[src/rtl/pib_pkg.sv]
package pib_pkg;

	localparam int COORD_BITS  = 16;
	localparam int DIFF_W      = COORD_BITS + 1;
	localparam int PROD_W      = 2 * DIFF_W;
	localparam int CROSS_W     = PROD_W + 1;
	localparam int MAG_W       = CROSS_W;
	localparam int WEIGHT_FRAC = 16;
	localparam int WEIGHT_W    = WEIGHT_FRAC + 1;
	localparam int REG_IDX_W   = 3;

	localparam logic [WEIGHT_W-1:0] WEIGHT_ONE = WEIGHT_W'(1) << WEIGHT_FRAC;

	typedef enum logic [REG_IDX_W-1:0] {
		REG_A_U = 3'd0,
		REG_A_V = 3'd1,
		REG_B_U = 3'd2,
		REG_B_V = 3'd3,
		REG_C_U = 3'd4,
		REG_C_V = 3'd5
	} reg_idx_t;

	typedef struct packed {
		logic [COORD_BITS-1:0] point_u;
		logic [COORD_BITS-1:0] point_v;
	} in_item_t;

	typedef struct packed {
		logic                inside_res;
		logic [WEIGHT_W-1:0] weight_a;
		logic [WEIGHT_W-1:0] weight_b;
		logic [WEIGHT_W-1:0] weight_c;
	} out_item_t;

	// state of the two restoring dividers, one quotient bit per stage
	typedef struct packed {
		logic                   valid;
		logic                   hit;
		logic                   one1;
		logic                   one2;
		logic [MAG_W-1:0]       den;
		logic [MAG_W-1:0]       r1;
		logic [MAG_W-1:0]       r2;
		logic [WEIGHT_FRAC-1:0] q1;
		logic [WEIGHT_FRAC-1:0] q2;
	} div_t;

	function automatic logic signed [DIFF_W-1:0] sdiff(
		input logic [COORD_BITS-1:0] a,
		input logic [COORD_BITS-1:0] b
	);
		return $signed({1'b0, a}) - $signed({1'b0, b});
	endfunction

endpackage

[src/rtl/pib_div_step.sv]
module pib_div_step (
	input  logic          clk,
	input  logic          arst_n,
	input  logic          en,
	input  pib_pkg::div_t din,
	output pib_pkg::div_t dout
);
	import pib_pkg::*;

	div_t             step_s;
	logic             vld_s;
	div_t             nxt;
	logic [MAG_W:0]   sh1, sh2;
	logic [MAG_W+1:0] df1, df2;

	always_comb begin
		nxt = din;
		sh1 = {din.r1, 1'b0};
		sh2 = {din.r2, 1'b0};
		df1 = {1'b0, sh1} - {2'b00, din.den};
		df2 = {1'b0, sh2} - {2'b00, din.den};
		if (!df1[MAG_W+1]) begin
			nxt.r1 = df1[MAG_W-1:0];
			nxt.q1 = {din.q1[WEIGHT_FRAC-2:0], 1'b1};
		end else begin
			nxt.r1 = sh1[MAG_W-1:0];
			nxt.q1 = {din.q1[WEIGHT_FRAC-2:0], 1'b0};
		end
		if (!df2[MAG_W+1]) begin
			nxt.r2 = df2[MAG_W-1:0];
			nxt.q2 = {din.q2[WEIGHT_FRAC-2:0], 1'b1};
		end else begin
			nxt.r2 = sh2[MAG_W-1:0];
			nxt.q2 = {din.q2[WEIGHT_FRAC-2:0], 1'b0};
		end
	end

	always_ff @(posedge clk or negedge arst_n) begin
		if (!arst_n) begin
			vld_s <= 1'b0;
		end else if (en) begin
			vld_s <= din.valid;
		end
	end

	always_ff @(posedge clk) begin
		if (en) begin
			step_s <= nxt;
		end
	end

	always_comb begin
		dout       = step_s;
		dout.valid = vld_s;
	end

endmodule

[config.mk]
export PLATFORM = sky130hd
export DESIGN_NAME = pib_div_step
export DESIGN_NICKNAME = d
export VERILOG_FILES = /design/src/rtl/pib_pkg.sv /design/src/rtl/pib_div_step.sv
export SDC_FILE = /design/constraint.sdc
export NUM_CORES = 1
export LEC_CHECK = 0
export BUFFER_PORTS_ARGS = -buffer_cell sky130_fd_sc_hd__buf_2
export CAP_MARGIN = 30
export CORE_UTILIZATION = 40
export CTS_CLUSTER_DIAMETER = 120
export DETAILED_ROUTE_END_ITERATION = 8
export HOLD_SLACK_MARGIN = 0.15
export PLACE_DENSITY = 0.66
export REMOVE_ABC_BUFFERS = 1
export SLEW_MARGIN = 20
export SYNTH_ARGS = -nofsm -noshare
export SYNTH_HDL_FRONTEND = slang
export SYNTH_SLANG_ARGS = --single-unit
[constraint.sdc]
create_clock -name clk -period 1.7 [get_ports clk]
set_clock_uncertainty 0.05 [all_clocks]
set_input_delay 0.085 -clock clk [delete_from_list [all_inputs] [get_ports clk]]
set_output_delay 0.085 -clock clk [all_outputs]
set_load 0.01 [all_outputs]
Yosys cells after proc, flatten, opt, wreduce, memory -nomap -nowiden

Index checks and enable logic that the tools add are counted.

Bits in registers: 141
Input bits: 144
Output and inout bits: 141

Mux-type cells: 4
Add/subtract/negate cells: 2

Operators with widths:

| cell                                           | number |
|---|---|
| 36-bit by 35-bit subtractor with 37-bit output | 2 |
| 35-bit two-way mux                             | 2 |
| 1-bit two-way mux                              | 2 |

Longest topological paths before layout

Gate-level depths: netlist of the first run.

Word-level depth: 2
Depth in mapped cells: 15

Worst setup path before layout of the first run

Ideal clock, no wire load.

Path kind: input-to-reg
From: in din[102] (netlist bit)
To: reg step_s (netlist bit dout[68]) (data pin)
Data arrival time: 2.539 ns
Setup time: 0.260 ns
Data required time: 1.390 ns
Cell stages on the path: 11
Path slack: -1.149 ns
Path buffers: 1
Cell sequence: inv_1 -> fa_1 -> a21o_1 -> a21oi_2 -> o21ai_0 -> and3_1 -> a31o_2 -> a2111oi_4 -> o31a_1 -> buf_2 -> mux2_2

RTL lines:

| item                 | line               | text |
|---|---|---|
| start, declared      | pib_div_step.sv:5  | `input pib_pkg::div_t din,` |
| end signal, assigned | pib_div_step.sv:48 | `step_s <= nxt;` |
| end, declared        | pib_div_step.sv:10 | `div_t step_s;` |

==> reports/results.tsv, run 1 <==
metric	value	unit
status	complete, but fails checks	
violations	setup timing	
placed_cell_area	0.01225	mm^2
power.density	829.1	mW/mm^2
slew_headroom	69.23	%
synth_top_cell_by_area	edfxtp_1	
initial_utilization	41.02	%
yosysSeqAreaShare	48.73	%
fin_cells	1794	
p_int	9037	uW
crit_type	primary input to register	
synth_top_area_share	48.44	%
htreeDepth	4	
rows	53	
grtUsageTotal	27.84	%
totalWireLength	31.33	mm
p_sw_share	30.84	%
core_area	0.02115	mm^2
synth_edf_count	140	
synth_xor_area_share	5.652	%
wl_per_cell	17.46	um
maxCapViolCount	0	
critPathMaxFanout	16	
rsz0062_at_grt	yes	
cts_buffer_depth	2	
fp.dieW	149.3	um
drtPass1Iterations	5	
crit_path_end_kind	register	
ant_nets	0	
synthMuxAreaShare	2.970	%
leakage	0.007242	uW
synth.distinct_cells	61	
cts_root_buf	clkbuf_16	
gp_congestion	0.8909	
critPathArrivalTime	2.71	ns
antenna_found_initial	4	
final_area	0.01576	mm^2
setup_viol	72	
area_growth_syn_to_layout	81.60	%
synthSimpleGateAreaFrac	9.343	%
p_sw	4030	uW
power.total	13070	uW
port_buffers	282	
startpoint_type	primary input	
pwr-share-seq	34.2	%
clkTransAtPathRegs	0.06	ns
finalCritPeriodShare	152.6	%
grt_pass1_vias	9377	
required	1.82	ns
maxSlewViolCount	0	
syn_inst	800	
finalWorstSetupSlack	-0.8943	ns
drc	0	
boundaryPins	285	
die_area	0.02229	mm^2
grt_max_degree	60	
ys_top_cells_by_area	edfxtp_1 (48%), ha_1 (9.8%), a21oi_1 (5.7%)	
synth_top_family_by_area	compound AO/OA/AOI/OAI gates	
combPwrFrac	36.3	%
synth_seq_cells	141	
vdd_drop_max	0.6362	mV
dp_hpwl	19.98	mm
synth.most_common_cell	edfxtp_1	
hold_viol_final	0	
clock-sinks	141	
syn_avg_cell_area	10.85	um^2
holdCritPathClass	primary input to register	
p_clk_share	29.5	%
drive_above_1_share	49.87	%
worst_pin_slew	0.4580	ns
synth_compound_area_share	19.41	%
synth_common_cells	edfxtp_1 (140), a21oi_1 (98), nor2_1 (74)	
synth_adder_area_share	10.27	%
min_period	2.594	ns
synthArstFlopShare	0.7092	%
clk_latency	0.43	ns
cts_made_buffers	17	
max_clock_freq	0.3855	GHz
cts_tree	done	
fin_nets	1717	
drt_iter0_drc	380	
fp.dieH	149.3	um
dp.cells	1581	
synthFlopType	edfxtp_1	
grt-ovfl-total	0	
vias_per_cell	5.106	
routed-via-count	9160	
grt_pass1_wl	47.59	mm
yosysWarnings	0	
netlist_area	0.008678	mm^2
==> worst max-delay path, stage by stage <==
cell and delay [ns]:
buf_2 0.11, inv_1 0.10, ha_1 0.26, a21o_1 0.16, a21o_1 0.18, a21o_1 0.19, a31oi_1 0.26, nand2b_1 0.14
a2111oi_4 0.41, o31a_1 0.29, inv_4 0.08, buf_12 0.16, mux2_2 0.28
==> power groups by stage <==
stage / registers, uW / logic [uW] / clock network (uW)
CTS: 4460 / 4470 / 3870
global placement: 4530 / 3460 / 0
finish: 4460 / 4750 / 3860
floorplan: 4760 / 1520 / 0
global route: 4500 / 5090 / 4010
detailed placement: 4530 / 3520 / 0
==> metal layers <==
| metal | track usage (%) | share of wire, % | vias up |
|---|---|---|---|
| met2 | 47.79 | 50 | 342 |
| met5 | 0 | 0 | - |
| met4 | 12.60 | 3.3 | 0 |
| li1 | - | - | 4421 |
| met1 | 33.84 | 41 | 4328 |
| met3 | 5.107 | 6.1 | 69 |
==> path summary, 6_finish.rpt <==
| path | slack (ns) | to | from | cells past startpoint |
|---|---|---|---|---|
| worst max-delay path | -0.89 | dout[81] | din[131] | 13 |
| worst min-delay path | 0.19 | dout[68] | din[67] | 3 |
| worst max register to register | 0.91 | vld_s | vld_s | 1 |
| worst min register to register | 0.46 | vld_s | vld_s | 1 |
| max in group asynchronous | 1.05 | vld_s | arst_n | 3 |
| min in group asynchronous | 0.44 | vld_s | arst_n | 3 |
==> state kept, by name, indices dropped and copies added, names as in the netlist <==
signal / cells
dout: 140
vld_s: 1
==> per-stage QoR <==
| step | hold WS (ns) | TNS [ns] | util [%] | setup WS (ns) |
|---|---|---|---|---|
| after floorplan | -0.2606 | -95.27 | - | -1.536 |
| after global placement | -0.1904 | -99.96 | 57.93 | -1.644 |
| after detailed placement | -0.1862 | -104.91 | 57.93 | -1.740 |
| after CTS | 0.1821 | -58.98 | 73.04 | -0.9172 |
| after global routing | 0.1967 | -64.57 | 74.50 | -1.014 |
| final | 0.1924 | -56.64 | 74.50 | -0.8943 |
==> layout make-up <==
class	count	area, um^2
timing repair buffer	704	5400
fill	1458	5394
multi-input combinational	583	4959
sequential	141	4229
clock buffer	18	429.2
tap	275	344.1
inverter	56	232.7
clock inverter	14	158.9
antenna	3	7.507
==> kinds of logic (layout without fill, tap and decap cells) <==
kind of cell,Yosys count,in the layout
other cells,0,3
flops,141,141
mux,23,23
fa+ha+maj,70,70
compound gates,255,255
xor+xnor,56,56
buf+inv,76,792
simple gates,179,179
==> repair_timing <==
item | in CTS | in global routing
resized for setup | 168 | 93
gates cloned | 9 | 0
hold endpoints to repair | 216 | 0
buffers inserted | 27 | 18
pin swaps | 37 | 30
endpoints found under the setup margin | 72 | 72
hold buffers | 143 | 0
==> cells in the final DEF (no fill, tap or decap), types with 5 or more instances in the layout <==
cell type and instances:
ha_1 57, nand3_1 11, inv_6 7, buf_2 265, a21oi_2 35, clkbuf_16 17
a21oi_1 61, buf_8 8, nor2_1 43, nand2_1 42, nor3_1 7, edfxtp_1 140
o2111ai_2 5, a31oi_1 9, o21bai_1 8, inv_4 5, nor2_2 14, inv_2 6
buf_12 14, a21o_1 48, xor2_1 22, ha_4 11, and2_1 5, xnor2_1 32
buf_6 28, dlygate4sd3_1 143, and3_1 8, nor2_4 17, inv_1 43, buf_4 242
nand4_1 9, o21ai_0 21, nand2b_1 6, mux2_2 10, o21a_1 7, mux2_4 12
No activity file was read; power rests on OpenSTA's default activity.
==> run 2: changes to the inputs <==
--- a/config.mk
+++ b/config.mk
@@ -7,11 +7,12 @@
 export LEC_CHECK = 0
 export BUFFER_PORTS_ARGS = -buffer_cell sky130_fd_sc_hd__buf_2
 export CAP_MARGIN = 30
-export CORE_UTILIZATION = 40
+export CORE_UTILIZATION = 55
+export CTS_BUF_LIST = sky130_fd_sc_hd__clkbuf_8
 export CTS_CLUSTER_DIAMETER = 120
 export DETAILED_ROUTE_END_ITERATION = 8
 export HOLD_SLACK_MARGIN = 0.15
-export PLACE_DENSITY = 0.66
+export PLACE_DENSITY = 0.86
 export REMOVE_ABC_BUFFERS = 1
 export SLEW_MARGIN = 20
 export SYNTH_ARGS = -nofsm -noshare
==> run 2 against run 1 <==
Effect of this change:
- the run now fails in clock tree synthesis (4_1_cts)
- synthesized area unchanged
- synthesized cell count did not move
==> reports/results.tsv, run 2 <==
metric	value	unit	change
boundaryPins	285		unchanged
port_buffers	282		unchanged
status	did not finish		was complete, but fails checks
synth_top_area_share	48.44	%	unchanged
fp.dieH	127.6	um	was 149.3 um
yosysWarnings	0		unchanged
gp_congestion	0.9281		was 0.8909
syn_inst	800		unchanged
rows	45		was 53
synthArstFlopShare	0.7092	%	unchanged
fp.dieW	127.6	um	was 149.3 um
dp.cells	1511		was 1,581
yosysSeqAreaShare	48.73	%	unchanged
error	[ERROR DPL-0033] detailed placement checks failed during check placement.		
synth.most_common_cell	edfxtp_1		unchanged
clock-sinks	141		unchanged
ys_top_cells_by_area	edfxtp_1 (48%), ha_1 (9.8%), a21oi_1 (5.7%)		unchanged
cts_made_buffers	17		unchanged
netlist_area	0.008678	mm^2	unchanged
cts_buffer_depth	2		unchanged
cts_root_buf	clkbuf_8		was clkbuf_16
htreeDepth	4		unchanged
dp_hpwl	20.70	mm	was 19.98 mm
initial_utilization	56.67	%	was 41.02%
synth_common_cells	edfxtp_1 (140), a21oi_1 (98), nor2_1 (74)		unchanged
cts_resized	203		was 168
lastStage	clock tree synthesis (4_1_cts)		
cts_hold_buf	145		was 143
synth.distinct_cells	61		unchanged
synthFlopType	edfxtp_1		unchanged
synth_seq_cells	141		unchanged
synth_edf_count	140		unchanged
postCtsSetupRepairBufs	35		was 27
synth_top_cell_by_area	edfxtp_1		unchanged
syn_avg_cell_area	10.85	um^2	unchanged
-- run 2: cell families after synthesis --
kind of cell | Yosys count | share of synthesized area, %
compound gates | 255 | 19.41
simple gates | 179 | 9.343
flops | 141 | 48.73
buf+inv | 76 | 3.633
fa+ha+maj | 70 | 10.27
xor+xnor | 56 | 5.652
mux | 23 | 2.970
-- run 2: metrics by stage --
step | TNS [ns] | setup WS (ns) | hold slack [ns] | cell area (um^2) | util, %
2_1_floorplan | -95.27 | -1.536 | -0.2606 | 8573 | -
3_3_place_gp | -95.40 | -1.565 | -0.1903 | 12130 | 79.20
3_5_place_dp | -99.83 | -1.720 | -0.1881 | 12130 | 79.20
==> run 3: changes to the inputs <==
--- a/config.mk
+++ b/config.mk
@@ -7,12 +7,9 @@
 export LEC_CHECK = 0
 export BUFFER_PORTS_ARGS = -buffer_cell sky130_fd_sc_hd__buf_2
 export CAP_MARGIN = 30
-export CORE_UTILIZATION = 55
-export CTS_BUF_LIST = sky130_fd_sc_hd__clkbuf_8
-export CTS_CLUSTER_DIAMETER = 120
+export CORE_UTILIZATION = 40
 export DETAILED_ROUTE_END_ITERATION = 8
-export HOLD_SLACK_MARGIN = 0.15
-export PLACE_DENSITY = 0.86
+export PLACE_DENSITY_LB_ADDON = 0.15
 export REMOVE_ABC_BUFFERS = 1
 export SLEW_MARGIN = 20
 export SYNTH_ARGS = -nofsm -noshare
==> run 3 against run 2 <==
Effect of this change:
- the flow now finishes, with violations (setup timing)
==> reports/results.tsv, run 3 (synthesis gave the netlist of run 1 again) <==
metric	value	unit	change
status	complete, but fails checks		was did not finish
violations	setup timing		
initial_utilization	41.02	%	was 56.67%
grt_util_met1	32.85	%	
grt_pass1_vias	9269		
max_clock_freq	0.4027	GHz	
dp_hpwl	20.94	mm	was 20.70 mm
cts_made_buffers	17		unchanged
worstPathCellList	buf_8 -> inv_8 -> fa_2 -> a21o_1 -> a21oi_2 -> o21ai_2 -> and3_4 -> a31o_4 -> a2111oi_4 -> o31a_1 -> inv_4 -> buf_12 -> mux2_2		
cp_slowest_cell	fa_2		
wl_per_cell	17.59	um	
combPwrFrac	35.5	%	
drt_iter0_drc	400		
p_int	9305	uW	
crit_type	primary input to register		
grt_pass1_wl	46.93	mm	
rows	53		was 45
vias_per_cell	5.064		
min_period	2.483	ns	
setup_viol	72		
gp_congestion	0.8761		was 0.9281
fp.dieH	149.3	um	was 127.6 um
grtUsageTotal	27.49	%	
clkTransAtPathRegs	0.06	ns	
boundaryPins	285		unchanged
antenna_found_initial	1		
fp.dieW	149.3	um	was 127.6 um
area_growth_syn_to_layout	81.40	%	
grt_max_degree	52		
final_common_cell	buf_4		
totalWireLength	31.48	mm	
finalCritPeriodShare	146.1	%	
placed_cell_area	0.01233	mm^2	was 0.01213 mm^2
path_depth	13		
power.total	13290	uW	
drc	0		
grt-ovfl-total	0		
pwr-share-seq	33.6	%	
critPathMaxFanout	13		
min_path_cells	4		
cts_tree	done		
worst_path_largest_cell_delay	0.38	ns	
top_usage_layer	met2		
startpoint_type	primary input		
slew_headroom	68.33	%	
ant_nets	0		
leakage	0.007254	uW	
critPathArrivalTime	2.62	ns	
holdCritPathClass	primary input to register		
crit_path_end_kind	register		
rsz0062_at_grt	yes		
hold_viol_final	0		
regToRegSetupSlack	0.91	ns	
clk_latency	0.43	ns	
maxCapViolCount	0		
routed-via-count	9060		
core_area	0.02115	mm^2	
met3_usage	4.771	%	
grtUsageMet2	49.40	%	
layout_common_cells	buf_4 (266), buf_2 (263), edfxtp_1 (140), dlygate4sd3_1 (116), a21oi_1 (68)		
clock-sinks	141		unchanged
hold_ws	0.009478	ns	
largest_reg_flops	140		
path_buf_inv	4		
worst_pin_slew	0.4702	ns	
finalWorstSetupSlack	-0.7834	ns	
vdd_drop_max	0.7189	mV	
p_clk_share	30.9	%	
dp_slack	-1.656	ns	was -1.720 ns
p_sw_share	30.00	%	
cts_root_buf	clkbuf_16		was clkbuf_8
htreeDepth	4		unchanged
power.density	844.3	mW/mm^2	
die_area	0.02229	mm^2	
port_buffers	282		unchanged
cts_buffer_depth	2		unchanged
final_area	0.01574	mm^2	
crit_family	compound AO/OA/AOI/OAI gates		
fill_cells	1484		
reg2reg_depth	1		
p_sw	3987	uW	
maxSlewViolCount	0		
drtPass1Iterations	6		
fin_nets	1714		
drive_above_1_share	52.48	%	
required	1.83	ns	
==> run 3: what timing repair did <==
action	in CTS	in global routing
pin swaps	43	47
buffers inserted	38	17
endpoints found under the hold margin	123	1
hold buffers	115	1
gates resized for setup	164	120
endpoints found under the setup margin	72	72
cloned	5	2
==> run 3: final cells by class <==
class | instances | area [um^2] | area share (%)
Tap cell | 275 | 344.1 | 2.186
Clock inverter | 14 | 209.0 | 1.327
Multi-Input combinational cell | 583 | 5032 | 31.97
Inverter | 56 | 235.2 | 1.494
Sequential cell | 141 | 4229 | 26.86
Antenna cell | 1 | 2.502 | 0.01590
Clock buffer | 18 | 429.2 | 2.726
Timing Repair Buffer | 701 | 5261 | 33.42
==> run 3: per-stage QoR <==
stage	utilization, %	setup TNS [ns]	instances
global route	74.42	-54.92	1789
global placement	58.31	-103.40	1595
CTS	72.18	-53.26	1781
finish	74.42	-48.62	1789
detailed placement	58.31	-104.06	1595
floorplan	-	-95.27	780
==> run 3: worst paths after layout <==
check,end,startpoint
worst max-delay path,dout[78],din[102]
worst min-delay path,dout[35],din[34]
worst max register to register,vld_s,vld_s
worst min register to register,vld_s,vld_s
max in group asynchronous,vld_s,arst_n
min in group asynchronous,vld_s,arst_n
==> run 3: power by group through the flow <==
stage | combinational (uW) | clock (uW) | sequential (uW)
final | 4720 | 4110 | 4460
after global routing | 5070 | 4300 | 4500
after CTS | 4420 | 4170 | 4470
after detailed placement | 3560 | 0 | 4540
after global placement | 3520 | 0 | 4530
after floorplan | 1520 | 0 | 4760
==> run 3: layer usage <==
metal | part of all wire (%) | wire (um)
met4 | 3.3 | 1046
met3 | 5.7 | 1798
met5 | 0 | 0
met2 | 50 | 15700
met1 | 41 | 12930
